$ cat src/rtl/i2cbm_pkg.sv
`timescale 1ns / 1ps
// ----------------------------------------------------------------------------
// i2cbm_pkg
// Shared types and constants of the I2C bit-level master unit.
// ----------------------------------------------------------------------------
package i2cbm_pkg;

	localparam int unsigned HALF_W = 16;
	localparam logic [HALF_W-1:0] HALF_RESET = 16'd100;

	// command kinds
	localparam logic [2:0] KIND_START = 3'd0;
	localparam logic [2:0] KIND_STOP  = 3'd1;
	localparam logic [2:0] KIND_WRITE = 3'd2;
	localparam logic [2:0] KIND_READ  = 3'd3;
	localparam logic [2:0] KIND_ACK   = 3'd4;
	localparam logic [2:0] KIND_NOACK = 3'd5;

	// register map
	localparam int unsigned ADDR_W = 3;
	localparam logic [ADDR_W-1:0] ADDR_HALF_PERIOD = 3'd0;
	localparam logic [ADDR_W-1:0] ADDR_SEL_MASK = 3'b100;

	typedef struct packed {
		logic       cmd_valid;
		logic [2:0] kind;
		logic [7:0] tx_byte;
		logic       sda_in;
	} cmd_t;

	typedef struct packed {
		logic       scl_out;
		logic       sda_out;
		logic       sda_enable;
		logic       busy_res;
		logic       done_res;
		logic [7:0] rx_byte;
		logic       ack_bit;
	} res_t;

endpackage

$ cat src/rtl/i2cbm_cmd_if.sv
`timescale 1ns / 1ps
// ----------------------------------------------------------------------------
// i2cbm_cmd_if
// Tick channel into the master: optional command plus sampled SDA level.
// ----------------------------------------------------------------------------
interface i2cbm_cmd_if;
	logic       valid;
	logic       ready;
	logic       cmd_valid;
	logic [2:0] kind;
	logic [7:0] tx_byte;
	logic       sda_in;

	modport source (output valid, cmd_valid, kind, tx_byte, sda_in, input ready);
	modport sink (input valid, cmd_valid, kind, tx_byte, sda_in, output ready);
endinterface

$ cat src/rtl/i2cbm_res_if.sv
`timescale 1ns / 1ps
// ----------------------------------------------------------------------------
// i2cbm_res_if
// Per-tick status channel out of the master: line levels and results.
// ----------------------------------------------------------------------------
interface i2cbm_res_if;
	logic       valid;
	logic       ready;
	logic       scl_out;
	logic       sda_out;
	logic       sda_enable;
	logic       busy_res;
	logic       done_res;
	logic [7:0] rx_byte;
	logic       ack_bit;

	modport source (output valid, scl_out, sda_out, sda_enable, busy_res, done_res,
		rx_byte, ack_bit, input ready);
	modport sink (input valid, scl_out, sda_out, sda_enable, busy_res, done_res,
		rx_byte, ack_bit, output ready);
endinterface

$ cat src/rtl/i2cbm_cfg.sv
`timescale 1ns / 1ps
// ----------------------------------------------------------------------------
// i2cbm_cfg
// APB register slave holding the half-period length.
// ----------------------------------------------------------------------------
module i2cbm_cfg (
	input  logic                           clk,
	input  logic                           arst_n,
	input  logic                           psel,
	input  logic                           penable,
	input  logic                           pwrite,
	input  logic [i2cbm_pkg::ADDR_W-1:0]   paddr,
	input  logic [31:0]                    pwdata,
	output logic [31:0]                    prdata,
	output logic                           pready,
	output logic [i2cbm_pkg::HALF_W-1:0]   half_period
);

	logic [i2cbm_pkg::HALF_W-1:0] half_q;
	logic                         hit;

	assign hit = (paddr & i2cbm_pkg::ADDR_SEL_MASK) == i2cbm_pkg::ADDR_HALF_PERIOD;
	assign pready = 1'b1;

	always_ff @(posedge clk or negedge arst_n) begin
		if (!arst_n) begin
			half_q <= i2cbm_pkg::HALF_RESET;
		end else if (psel && penable && pwrite && hit) begin
			half_q <= pwdata[i2cbm_pkg::HALF_W-1:0];
		end
	end

	always_comb begin
		prdata = 32'd0;
		if (hit) begin
			prdata[i2cbm_pkg::HALF_W-1:0] = half_q;
		end
	end

	assign half_period = half_q;

endmodule

$ cat src/rtl/i2cbm_seq.sv
`timescale 1ns / 1ps
// ----------------------------------------------------------------------------
// i2cbm_seq
// Line sequencer state machine: advances one tick per accepted request and
// presents the status after that tick.
// ----------------------------------------------------------------------------
module i2cbm_seq #(
	parameter int unsigned WAIT_WIDTH = 16
) (
	input  logic                         clk,
	input  logic                         arst_n,
	input  logic                         adv,
	input  i2cbm_pkg::cmd_t              cmd,
	input  logic [i2cbm_pkg::HALF_W-1:0] half_period,
	output i2cbm_pkg::res_t              res
);

	typedef enum logic [16:0] {
		PH_IDLE     = 17'h00001,
		PH_START1   = 17'h00002,
		PH_START2   = 17'h00004,
		PH_STOP1    = 17'h00008,
		PH_STOP2    = 17'h00010,
		PH_WR_HI    = 17'h00020,
		PH_WR_LO    = 17'h00040,
		PH_WR_ACKHI = 17'h00080,
		PH_WR_ACKSM = 17'h00100,
		PH_RD_HI    = 17'h00200,
		PH_RD_LO    = 17'h00400,
		PH_AK_GAP   = 17'h00800,
		PH_AK_HI    = 17'h01000,
		PH_AK_LO    = 17'h02000,
		PH_NA_GAP   = 17'h04000,
		PH_NA_HI    = 17'h08000,
		PH_NA_END   = 17'h10000
	} phase_t;

	phase_t                phase_q, phase_d;
	logic [3:0]            bit_cnt_q, bit_cnt_d;
	logic [7:0]            shift_q, shift_d;
	logic [WAIT_WIDTH-1:0] wait_q, wait_d;
	logic                  scl_q, scl_d;
	logic                  sda_q, sda_d;
	logic                  drive_q, drive_d;
	logic                  ack_q, ack_d;
	logic [7:0]            rx_q, rx_d;
	logic                  done;
	logic                  fire;

	logic [31:0]           half_ext;
	logic [WAIT_WIDTH-1:0] wait_raw;
	logic [WAIT_WIDTH-1:0] wait_len;

	// wait length in the counter width, zero acts as one
	assign half_ext = {{(32-i2cbm_pkg::HALF_W){1'b0}}, half_period};
	assign wait_raw = half_ext[WAIT_WIDTH-1:0];
	assign wait_len = (wait_raw == '0) ? {{(WAIT_WIDTH-1){1'b0}}, 1'b1} : wait_raw;

	assign fire = wait_q <= {{(WAIT_WIDTH-1){1'b0}}, 1'b1};

	always_comb begin
		phase_d   = phase_q;
		bit_cnt_d = bit_cnt_q;
		shift_d   = shift_q;
		wait_d    = wait_q;
		scl_d     = scl_q;
		sda_d     = sda_q;
		drive_d   = drive_q;
		ack_d     = ack_q;
		rx_d      = rx_q;
		done      = 1'b0;

		if (phase_q == PH_IDLE) begin
			if (cmd.cmd_valid) begin
				case (cmd.kind)
					i2cbm_pkg::KIND_START: begin
						drive_d = 1'b1;
						sda_d   = 1'b1;
						scl_d   = 1'b1;
						phase_d = PH_START1;
						wait_d  = wait_len;
					end
					i2cbm_pkg::KIND_STOP: begin
						drive_d = 1'b1;
						sda_d   = 1'b0;
						phase_d = PH_STOP1;
						wait_d  = wait_len;
					end
					i2cbm_pkg::KIND_WRITE: begin
						drive_d   = 1'b1;
						shift_d   = cmd.tx_byte;
						bit_cnt_d = 4'd0;
						sda_d     = cmd.tx_byte[7];
						phase_d   = PH_WR_HI;
						wait_d    = wait_len;
					end
					i2cbm_pkg::KIND_READ: begin
						drive_d   = 1'b0;
						shift_d   = 8'd0;
						bit_cnt_d = 4'd0;
						phase_d   = PH_RD_HI;
						wait_d    = wait_len;
					end
					i2cbm_pkg::KIND_ACK: begin
						drive_d = 1'b1;
						sda_d   = 1'b0;
						phase_d = PH_AK_GAP;
						wait_d  = wait_len;
					end
					i2cbm_pkg::KIND_NOACK: begin
						drive_d = 1'b1;
						sda_d   = 1'b1;
						phase_d = PH_NA_GAP;
						wait_d  = wait_len;
					end
					default: begin
					end
				endcase
			end
		end else if (!fire) begin
			wait_d = wait_q - {{(WAIT_WIDTH-1){1'b0}}, 1'b1};
		end else begin
			case (phase_q)
				PH_START1: begin
					sda_d   = 1'b0;
					phase_d = PH_START2;
					wait_d  = wait_len;
				end
				PH_START2: begin
					scl_d = 1'b0;
					done  = 1'b1;
				end
				PH_STOP1: begin
					scl_d   = 1'b1;
					phase_d = PH_STOP2;
					wait_d  = wait_len;
				end
				PH_STOP2: begin
					sda_d = 1'b1;
					done  = 1'b1;
				end
				PH_WR_HI: begin
					scl_d   = 1'b1;
					phase_d = PH_WR_LO;
					wait_d  = wait_len;
				end
				PH_WR_LO: begin
					scl_d     = 1'b0;
					shift_d   = {shift_q[6:0], 1'b0};
					bit_cnt_d = bit_cnt_q + 4'd1;
					wait_d    = wait_len;
					if (bit_cnt_d < 4'd8) begin
						sda_d   = shift_d[7];
						phase_d = PH_WR_HI;
					end else begin
						drive_d = 1'b0;
						sda_d   = 1'b1;
						phase_d = PH_WR_ACKHI;
					end
				end
				PH_WR_ACKHI: begin
					scl_d   = 1'b1;
					phase_d = PH_WR_ACKSM;
					wait_d  = wait_len;
				end
				PH_WR_ACKSM: begin
					ack_d = cmd.sda_in;
					scl_d = 1'b0;
					done  = 1'b1;
				end
				PH_RD_HI: begin
					scl_d   = 1'b1;
					phase_d = PH_RD_LO;
					wait_d  = wait_len;
				end
				PH_RD_LO: begin
					shift_d   = {shift_q[6:0], cmd.sda_in};
					scl_d     = 1'b0;
					bit_cnt_d = bit_cnt_q + 4'd1;
					if (bit_cnt_d < 4'd8) begin
						phase_d = PH_RD_HI;
						wait_d  = wait_len;
					end else begin
						rx_d = shift_d;
						done = 1'b1;
					end
				end
				PH_AK_GAP: begin
					phase_d = PH_AK_HI;
					wait_d  = wait_len;
				end
				PH_AK_HI: begin
					scl_d   = 1'b1;
					phase_d = PH_AK_LO;
					wait_d  = wait_len;
				end
				PH_AK_LO: begin
					scl_d = 1'b0;
					sda_d = 1'b1;
					done  = 1'b1;
				end
				PH_NA_GAP: begin
					phase_d = PH_NA_HI;
					wait_d  = wait_len;
				end
				PH_NA_HI: begin
					scl_d   = 1'b1;
					phase_d = PH_NA_END;
					wait_d  = wait_len;
				end
				PH_NA_END: begin
					scl_d = 1'b1;
					done  = 1'b1;
				end
				default: begin
					done = 1'b1;
				end
			endcase
			if (done) begin
				phase_d = PH_IDLE;
				wait_d  = '0;
			end
		end
	end

	always_ff @(posedge clk or negedge arst_n) begin
		if (!arst_n) begin
			phase_q   <= PH_IDLE;
			bit_cnt_q <= 4'd0;
			shift_q   <= 8'd0;
			wait_q    <= '0;
			scl_q     <= 1'b1;
			sda_q     <= 1'b1;
			drive_q   <= 1'b0;
			ack_q     <= 1'b0;
			rx_q      <= 8'd0;
		end else if (adv) begin
			phase_q   <= phase_d;
			bit_cnt_q <= bit_cnt_d;
			shift_q   <= shift_d;
			wait_q    <= wait_d;
			scl_q     <= scl_d;
			sda_q     <= sda_d;
			drive_q   <= drive_d;
			ack_q     <= ack_d;
			rx_q      <= rx_d;
		end
	end

	// status after this tick
	always_comb begin
		res.scl_out    = scl_d;
		res.sda_out    = sda_d;
		res.sda_enable = drive_d;
		res.busy_res   = phase_d != PH_IDLE;
		res.done_res   = done;
		res.rx_byte    = rx_d;
		res.ack_bit    = ack_d;
	end

endmodule

$ cat src/rtl/i2c_bit_level_master_unit.sv
`timescale 1ns / 1ps
// ----------------------------------------------------------------------------
// i2c_bit_level_master_unit
// I2C bit-level master: start, stop, byte write with ack sample, byte read,
// ack and no-ack sequences, paced by a programmable half-period.
// ----------------------------------------------------------------------------
// Every request on cmd is one time tick and yields exactly one status item on
// res in the next cycle. One tick is taken each clock cycle; the only limit is
// the single output register, so cmd.ready drops only while res is stalled.
// Commands are honored only on ticks where the sequencer is idle. Each line
// wait lasts half_period_ticks ticks (register at byte address 0, reset 100,
// zero acts as one), counted in a WAIT_WIDTH-bit down counter.
module i2c_bit_level_master_unit #(
	parameter int unsigned WAIT_WIDTH = 16
) (
	input  logic                         clk,
	input  logic                         arst_n,
	i2cbm_cmd_if.sink                    cmd,
	i2cbm_res_if.source                  res,
	input  logic                         psel,
	input  logic                         penable,
	input  logic                         pwrite,
	input  logic [i2cbm_pkg::ADDR_W-1:0] paddr,
	input  logic [31:0]                  pwdata,
	output logic [31:0]                  prdata,
	output logic                         pready
);

	logic [i2cbm_pkg::HALF_W-1:0] half_period;
	i2cbm_pkg::cmd_t              cmd_w;
	i2cbm_pkg::res_t              res_w;
	i2cbm_pkg::res_t              res_q;
	logic                         out_valid_q;
	logic                         adv;

	i2cbm_cfg u_cfg (
		.clk         (clk),
		.arst_n      (arst_n),
		.psel        (psel),
		.penable     (penable),
		.pwrite      (pwrite),
		.paddr       (paddr),
		.pwdata      (pwdata),
		.prdata      (prdata),
		.pready      (pready),
		.half_period (half_period)
	);

	assign cmd.ready = !out_valid_q || res.ready;
	assign adv = cmd.valid && cmd.ready;

	always_comb begin
		cmd_w.cmd_valid = cmd.cmd_valid;
		cmd_w.kind      = cmd.kind;
		cmd_w.tx_byte   = cmd.tx_byte;
		cmd_w.sda_in    = cmd.sda_in;
	end

	i2cbm_seq #(
		.WAIT_WIDTH (WAIT_WIDTH)
	) u_seq (
		.clk         (clk),
		.arst_n      (arst_n),
		.adv         (adv),
		.cmd         (cmd_w),
		.half_period (half_period),
		.res         (res_w)
	);

	always_ff @(posedge clk or negedge arst_n) begin
		if (!arst_n) begin
			out_valid_q <= 1'b0;
		end else if (adv) begin
			out_valid_q <= 1'b1;
		end else if (res.ready) begin
			out_valid_q <= 1'b0;
		end
	end

	always_ff @(posedge clk) begin
		if (adv) begin
			res_q <= res_w;
		end
	end

	assign res.valid      = out_valid_q;
	assign res.scl_out    = res_q.scl_out;
	assign res.sda_out    = res_q.sda_out;
	assign res.sda_enable = res_q.sda_enable;
	assign res.busy_res   = res_q.busy_res;
	assign res.done_res   = res_q.done_res;
	assign res.rx_byte    = res_q.rx_byte;
	assign res.ack_bit    = res_q.ack_bit;

endmodule
$ cat src/flat_wrapper.sv
// flat-port wrapper written by rule: the top's interface ports become plain ports
module i2c_bit_level_master_unit_flat 
#(
	parameter int unsigned WAIT_WIDTH = 16
)
  (clk, arst_n, psel, penable, pwrite, paddr, pwdata, prdata, pready, cmd_valid, cmd_cmd_valid, cmd_kind, cmd_tx_byte, cmd_sda_in, cmd_ready, res_valid, res_scl_out, res_sda_out, res_sda_enable, res_busy_res, res_done_res, res_rx_byte, res_ack_bit, res_ready);
  i2cbm_cmd_if cmd_i ();
  i2cbm_res_if res_i ();
  input  logic clk;
  input  logic arst_n;
  input  logic psel;
  input  logic penable;
  input  logic pwrite;
  input  logic [i2cbm_pkg::ADDR_W-1:0] paddr;
  input  logic [31:0] pwdata;
  output logic [31:0] prdata;
  output logic pready;
  input wire logic [$bits(cmd_i.valid)-1:0] cmd_valid;
  input wire logic [$bits(cmd_i.cmd_valid)-1:0] cmd_cmd_valid;
  input wire logic [$bits(cmd_i.kind)-1:0] cmd_kind;
  input wire logic [$bits(cmd_i.tx_byte)-1:0] cmd_tx_byte;
  input wire logic [$bits(cmd_i.sda_in)-1:0] cmd_sda_in;
  output wire logic [$bits(cmd_i.ready)-1:0] cmd_ready;
  output wire logic [$bits(res_i.valid)-1:0] res_valid;
  output wire logic [$bits(res_i.scl_out)-1:0] res_scl_out;
  output wire logic [$bits(res_i.sda_out)-1:0] res_sda_out;
  output wire logic [$bits(res_i.sda_enable)-1:0] res_sda_enable;
  output wire logic [$bits(res_i.busy_res)-1:0] res_busy_res;
  output wire logic [$bits(res_i.done_res)-1:0] res_done_res;
  output wire logic [$bits(res_i.rx_byte)-1:0] res_rx_byte;
  output wire logic [$bits(res_i.ack_bit)-1:0] res_ack_bit;
  input wire logic [$bits(res_i.ready)-1:0] res_ready;
  assign cmd_i.valid = cmd_valid;
  assign cmd_i.cmd_valid = cmd_cmd_valid;
  assign cmd_i.kind = cmd_kind;
  assign cmd_i.tx_byte = cmd_tx_byte;
  assign cmd_i.sda_in = cmd_sda_in;
  assign cmd_ready = cmd_i.ready;
  assign res_valid = res_i.valid;
  assign res_scl_out = res_i.scl_out;
  assign res_sda_out = res_i.sda_out;
  assign res_sda_enable = res_i.sda_enable;
  assign res_busy_res = res_i.busy_res;
  assign res_done_res = res_i.done_res;
  assign res_rx_byte = res_i.rx_byte;
  assign res_ack_bit = res_i.ack_bit;
  assign res_i.ready = res_ready;
  i2c_bit_level_master_unit #(.WAIT_WIDTH(WAIT_WIDTH)) u_core (.clk(clk), .arst_n(arst_n), .cmd(cmd_i), .res(res_i), .psel(psel), .penable(penable), .pwrite(pwrite), .paddr(paddr), .pwdata(pwdata), .prdata(prdata), .pready(pready));
endmodule
$ cat config.mk
export PLATFORM = sky130hd
export DESIGN_NAME = i2c_bit_level_master_unit_flat
export DESIGN_NICKNAME = d
export VERILOG_FILES = /design/src/rtl/i2cbm_pkg.sv /design/src/rtl/i2cbm_cmd_if.sv /design/src/rtl/i2cbm_res_if.sv /design/src/rtl/i2cbm_cfg.sv /design/src/rtl/i2cbm_seq.sv /design/src/rtl/i2c_bit_level_master_unit.sv /design/src/flat_wrapper.sv
export SDC_FILE = /design/constraint.sdc
export NUM_CORES = 1
export LEC_CHECK = 0
export BUFFER_PORTS_ARGS = -buffer_cell sky130_fd_sc_hd__clkbuf_2
export CAP_MARGIN = 20
export CORE_MARGIN = 2
export CORE_UTILIZATION = 50
export DETAILED_ROUTE_END_ITERATION = 10
export PLACE_DENSITY_LB_ADDON = 0.25
export SYNTH_ARGS = -nofsm -noshare
export SYNTH_HDL_FRONTEND = slang
export SYNTH_HIERARCHICAL = 1
export SYNTH_SLANG_ARGS = --single-unit
export TNS_END_PERCENT = 50
$ cat constraint.sdc
create_clock -name clk -period 3.6 [get_ports clk]
set_input_delay 0 -clock clk [delete_from_list [all_inputs] [get_ports clk]]
set_output_delay 0 -clock clk [all_outputs]
set_load 0.1 [all_outputs]
==> results.sh, run 1 <==
export IMPL_max_freq_mhz=305
export IMPL_fillers=857
export IMPL_area_delta_synth_final_pct=16.0
export IMPL_outcome="finished clean"
export IMPL_synth_seq_cells=87
export IMPL_syn_inst=508
export IMPL_period_minus_slack_ps=3280
export IMPL_antenna_found_initial=0
export IMPL_ys_warn_count=6
export IMPL_insertion_delay_ps=370
export IMPL_synth_area_per_cell_sq_um=10.1
export IMPL_crit_buf_inv=1
export IMPL_detail_route_antenna_nets=0
export IMPL_ir_drop_mv=0.364
export IMPL_routed_wl_met2_microns=6010
export IMPL_synthFlopType="dfrtp_1"
export IMPL_grt_setup_unrepaired="false"
export IMPL_synth_edf_count=14
export IMPL_grt_pass1_vias=4112
export IMPL_place_gp_congestion=0.939
export IMPL_wl_met1_microns=5250
export IMPL_die_area_sq_mm=0.0111
export IMPL_worst_endpoint_required_ps=3890
export IMPL_grt_pass1_wl_microns=20400
export IMPL_setup_slack_ps=324
export IMPL_via_per_inst=5.77
export IMPL_top_layer="met4"
export IMPL_power_leakage_nw=2.59
export IMPL_synthArstFlopShare_pct=83.9
export IMPL_hold_path_class="primary input to flip-flop"
export IMPL_cts_tree="yes"
export IMPL_utilization_pct=60.3
export IMPL_cp_cell_sequence="nor4_4 -> nand4_4 -> or4_1 -> nor2_2 -> a22oi_1 -> dlygate4sd3_1 -> o21ai_0"
export IMPL_clock_sinks=87
export IMPL_numCtsBuffers=9
export IMPL_slowest_stage="or4_1"
export IMPL_p_per_area_mw_per_mm2=478
export IMPL_path_class="flip-flop to flip-flop"
export IMPL_rows=36
export IMPL_tns_ps=0
export IMPL_critPathTopFamily="simple AND/OR/NAND/NOR gates"
export IMPL_period_share_pct=91.0
export IMPL_drc_errors=0
export IMPL_cp_arrival_ps=3570
export IMPL_place_hpwl_microns=8520
export IMPL_syn_cell_area_sq_mm=0.00512
export IMPL_die_y_microns=105
export IMPL_clk_pin_slew_worst_paths_ps=90
export IMPL_drtPass1Iterations=5
export IMPL_postRouteWirelength_microns=12300
export IMPL_antenna_cells=0
export IMPL_reg2reg_slack_ps=320
export IMPL_worstMarginPinSlew_ps=993
export IMPL_cts_buffer_depth=2
export IMPL_root_buffer="clkbuf_8"
export IMPL_finalHoldViolations=0
export IMPL_ys_types=85
export IMPL_grt_overflow_total=0
export IMPL_drt_iter0_drc=283
export IMPL_h_tree_depth=3
export IMPL_cp_slowest_stage_delay_ps=780
export IMPL_numPortBuffers=68
export IMPL_finClkSkew_ps=15.0
export IMPL_layout_nets=658
export IMPL_grt_max_degree=42
export IMPL_wl_per_cell_microns=16.6
export IMPL_yosysSeqAreaShare_pct=44.0
export IMPL_fp_dieW_microns=105
export IMPL_startpoint_type="flip-flop"
export IMPL_drive_above_1_share_pct=26.9
export IMPL_ctsResizeCount=0
export IMPL_track_usage_pct=22.9
export IMPL_maxCapViolCount=0
export IMPL_report_final_slew_viol_count=0
export IMPL_cp_max_fo=9
export IMPL_place_ws_ps=525
export IMPL_io_pins=104
export IMPL_initial_core_util_pct=52.0
export IMPL_core_area_sq_mm=0.00986
export IMPL_routed_wl_met3_microns=734
export IMPL_crit_path_end_kind="flip-flop"
export IMPL_setup_viol=0
export IMPL_vias=4255
export IMPL_relSlewSlack_pct=33.3
[cell usage after synthesis (all sizes together) (5+ instances only)]
cell type	count	area (sq um)
dfrtp	67	1680
nand2	51	199
o21ai	39	195
nor2	37	159
mux2	36	443
buf	34	263
nor3	21	110
nor4	17	155
nand3	16	80.1
edfxtp	14	420
nor2b	14	87.6
a21oi	12	63.8
inv	11	41.3
a22oi	9	67.6
clkbuf	9	36.3
nand2b	9	63.8
nand4	9	77.6
a21o	7	52.6
and2b	6	45.0
dfstp	6	158
or3	6	48.8
and3	5	32.5
[tightest hold or removal path, stage by stage]
cell,delay [ps]
clkbuf_2,160
nand4_1,160
o21ai_0,90
[cell usage in the layout (no fill, tap or decap), drive strengths merged, types with 3 or more instances in the layout]
| cell type | count |
|---|---|
| conb | 17 |
| o21ai | 39 |
| inv | 12 |
| nor2b | 14 |
| nor2 | 37 |
| o31ai | 4 |
| and3 | 5 |
| a22oi | 9 |
| nand4 | 9 |
| and2b | 6 |
| nor3 | 21 |
| or4 | 4 |
| dfrtp | 67 |
| o22ai | 3 |
| or3 | 6 |
| mux2i | 3 |
| dfstp | 6 |
| clkinv | 3 |
| clkbuf | 77 |
| nand2b | 9 |
| nor4 | 17 |
| nand3 | 16 |
| mux2 | 36 |
| a21oi | 12 |
| a31oi | 3 |
| o41ai | 3 |
| edfxtp | 14 |
| xnor2 | 3 |
| ha | 3 |
| a21o | 7 |
| and2 | 3 |
| nand2 | 51 |
| dlygate4sd3 | 31 |
| buf | 11 |
| nor4b | 3 |
[where the power goes]
group / leakage [nW] / switching (mW) / total (mW) / internal (mW)
registers: 1.06 / 0.141 / 1.28 / 1.14
logic: 1.45 / 0.634 / 0.939 / 0.305
clock network: 0.0805 / 0.372 / 0.626 / 0.254
total: 2.59 / 1.15 / 2.84 / 1.70
[flip-flops by register name (all words and copies together) (netlist names), 4 cells and up]
name,cells
u_core/res.rx_byte,8
u_core/u_cfg/half_period,16
u_core/u_seq/bit_cnt_q,4
u_core/u_seq/phase_q,17
u_core/u_seq/rx_q,8
u_core/u_seq/shift_q,7
u_core/u_seq/wait_q,16
[logic make-up (layout without fill, tap and decap cells)]
kind of cell / count (synthesis) / after routing / synth area share (%)
simple gates: 212 / 212 / 24.4
xor+xnor: 5 / 5 / 0.855
buf+inv: 54 / 136 / 6.64
fa+ha+maj: 3 / 3 / 0.732
compound gates: 106 / 106 / 14.0
flops: 87 / 87 / 44.0
mux: 39 / 39 / 9.23
other cells: 2 / 17 / 0.147
[stage by stage]
step           std cells  cell area, sq um  power [mW]  hold WS (ps)
5_1_grt              738              5950        2.98          76.8
2_1_floorplan        523              5180        2.03          -296
3_3_place_gp         691              5460        2.18          97.0
6_report             738              5950        2.84          78.8
4_1_cts              738              5950        2.85          43.6
3_5_place_dp         691              5460        2.20           101
[worst paths after layout]
check / start / to / cells after the start
setup / recovery: u_core/u_seq/phase_q[15] / u_core/u_seq/shift_q[0] / 7
hold / removal: cmd_kind[2] / u_core/u_seq/phase_q[11] / 3
setup reg to reg: u_core/u_seq/phase_q[15] / u_core/u_seq/shift_q[0] / 7
hold reg to reg: u_core/u_seq/phase_q[0] / u_core/u_seq/phase_q[0] / 2
max in group asynchronous: arst_n / u_core/u_seq/scl_q / 3
min in group asynchronous: arst_n / u_core/u_seq/wait_q[5] / 2
[cell type report]
cell class	count	area, sq um	area share, %
Multi-Input combinational cell	382	2590	43.5
Inverter	11	41.3	0.694
Sequential cell	87	2250	37.9
Tap cell	133	166	2.80
Clock inverter	6	45.0	0.757
Clock buffer	10	128	2.15
Timing Repair Buffer	109	726	12.2
[what timing repair did]
action	CTS	global route
setup buffers	0	0
hold buffers	31	0
hold endpoints to repair	57	0
endpoints found under the setup margin	0	0
[metal layers]
layer / up-vias / GRT usage, %
met3: 23 / 4.21
li1: 2003 / -
met4: 0 / 8.86
met2: 172 / 38.2
met1: 2057 / 29.7
met5: - / 0
(Power assumes the default switching activity.)
==> inputs of run 2 (changes only) <==
Settings changed: GPL_TIMING_DRIVEN set to 1.
Clock period 3.6 ns to 3.2 ns, I/O delays scaled along.
==> run 2 against run 1 <==
Against the previous run:
- design area grew 1.5%
- final cell count grew 0.81%
- count of clock-buffer cells in the layout shrank 1
- fmax grew 13%
- combinational power grew 14%
- non-clock buffer count grew 6
- largest power group unchanged
==> results.sh, run 2 (same netlist as run 1, synthesis figures left out) <==
export IMPL_drtPass1Iterations=5
export IMPL_core_area_sq_mm=0.00986
export IMPL_final_cell_area_sq_mm=0.00603
export IMPL_postRouteWirelength_microns=12400
export IMPL_drt_iter0_drc=263
export IMPL_p_per_area_mw_per_mm2=543
export IMPL_worst_endpoint_required_ps=3510
export IMPL_maxCapViolCount=0
export IMPL_drc_errors=0
export IMPL_worstMarginPinSlew_ps=958
export IMPL_path_class="flip-flop to flip-flop"
export IMPL_hold_path_class="primary input to async pin"
export IMPL_relSlewSlack_pct=35.7
export IMPL_p_sw_share_pct=41.0
export IMPL_utilization_pct=61.2
export IMPL_clkPwrFrac_pct=23.7
export IMPL_place_ws_ps=326
export IMPL_fp_dieW_microns=105
export IMPL_h_tree_depth=3
export IMPL_numPortBuffers=68
export IMPL_slowest_stage="a32o_1"
export IMPL_wl_per_cell_microns=16.6
export IMPL_root_buffer="clkbuf_8"
export IMPL_area_delta_synth_final_pct=17.7
export IMPL_place_area_sq_mm=0.00553
export IMPL_outcome="finished clean"
export IMPL_ir_drop_mv=0.352
export IMPL_place_gp_congestion=0.893
export IMPL_mostFrequentLayoutCells="clkbuf_2 (67), dfrtp_1 (67), nand2_1 (50), nor2_1 (33), o21ai_0 (30)"
export IMPL_grt_pass1_wl_microns=20500
export IMPL_cts_hold_buf=29
export IMPL_grt_pass1_vias=4108
export IMPL_grt_max_degree=44
export IMPL_clk_pin_slew_worst_paths_ps=100
export IMPL_power_leakage_nw=2.65
export IMPL_cp_arrival_ps=3210
export IMPL_die_area_sq_mm=0.0111
export IMPL_cts_tree="yes"
export IMPL_startpoint_type="flip-flop"
export IMPL_antenna_cells=0
export IMPL_grt_setup_unrepaired="false"
export IMPL_crit_path_end_kind="flip-flop"
export IMPL_track_usage_pct=23.0
export IMPL_die_y_microns=105
export IMPL_rows=36
export IMPL_finClkSkew_ps=13.3
export IMPL_setup_slack_ps=292
export IMPL_regMostFlops="u_core/u_seq/phase_q"
export IMPL_numCtsBuffers=9
export IMPL_cp_cell_sequence="nor4_4 -> buf_4 -> and4_1 -> and3_1 -> nor2_1 -> a32oi_1 -> a32o_1 -> a221o_1"
export IMPL_cp_slowest_stage_delay_ps=580
export IMPL_switchingPower_mw=1.34
export IMPL_insertion_delay_ps=370
export IMPL_cts_setup_buffers=0
export IMPL_initial_core_util_pct=52.0
export IMPL_report_final_slew_viol_count=0
export IMPL_cp_max_fo=13
export IMPL_setup_viol=0
export IMPL_cts_buffer_depth=2
export IMPL_io_pins=104
export IMPL_antenna_found_initial=0
export IMPL_ctsResizeCount=0
export IMPL_clock_sinks=87
export IMPL_via_per_inst=5.74
export IMPL_period_share_pct=90.9
export IMPL_largest_register_ff_count=17
export IMPL_p_comb_share_pct=32.5
export IMPL_layout_nets=664
export IMPL_finalHoldViolations=0
export IMPL_seqPwrFrac_pct=43.8
export IMPL_detail_route_antenna_nets=0
export IMPL_place_hpwl_microns=8720
export IMPL_fillers=846
export IMPL_tns_ps=0
export IMPL_drive_above_1_share_pct=28.3
export IMPL_max_freq_mhz=344
export IMPL_grt_overflow_total=0
export IMPL_p_int_mw=1.94
export IMPL_whs_ps=31.3
export IMPL_vias=4271
export IMPL_period_minus_slack_ps=2910
[run 2: changes by cell type in the layout (fill, tap and decap cells not counted), moves of 2 or more]
cell           previous run  this run
buf_12                    0         2
buf_4                    10        16
dlygate4sd3_1            31        29
inv_8                     0         4
[run 2: final timing paths]
| check | startpoint | endpoint | slack [ps] | cells after the start |
|---|---|---|---|---|
| max | u_core/u_seq/phase_q[15] | u_core/u_seq/wait_q[1] | 290 | 8 |
| min | arst_n | u_core/u_seq/phase_q[13] | 30 | 2 |
| max reg2reg | u_core/u_seq/phase_q[15] | u_core/u_seq/wait_q[1] | 290 | 8 |
| min reg2reg | u_core/u_seq/rx_q[6] | u_core/u_seq/rx_q[6] | 510 | 1 |
| max in group asynchronous | arst_n | u_core/u_seq/phase_q[0] | 2350 | 4 |
| min in group clk | cmd_kind[2] | u_core/u_seq/scl_q | 30 | 4 |
[run 2: metrics by stage]
stage / std cells / total power [mW]
floorplan: 523 / 2.28
global placement: 698 / 2.46
detailed placement: 698 / 2.48
CTS: 743 / 3.28
global route: 744 / 3.43
finish: 744 / 3.28
[run 2: power groups by stage]
stage / logic [mW] / clock network [mW] / registers (mW)
detailed placement: 1.03 / 0 / 1.46
global placement: 1.01 / 0 / 1.45
finish: 1.07 / 0.776 / 1.44
CTS: 1.06 / 0.793 / 1.43
floorplan: 0.787 / 0 / 1.50
global route: 1.13 / 0.836 / 1.46
[run 2: final cells by class]
class	count	area [sq um]	area share, %
Tap cell	133	166	2.76
Clock inverter	7	70.1	1.16
Clock buffer	9	124	2.05
Inverter	11	41.3	0.684
Multi-Input combinational cell	382	2590	42.9
Timing Repair Buffer	115	791	13.1
Sequential cell	87	2250	37.4
[run 2: routing by layer]
metal	vias up	part of all wire, %	global-route usage, %
li1	2023	-	-
met1	2043	44	29.4
met2	187	49	39.5
met3	18	5.8	3.96
met4	0	1.8	7.81
met5	-	0	0
[run 2: critical path, delay by kind of cell (launching register included)]
kind                   cells  cell delay (ps)
AOI/OAI and AO/OA          3             1130
buffers and inverters      1              200
DFF                        1              500
and+or+nand+nor            4             1010
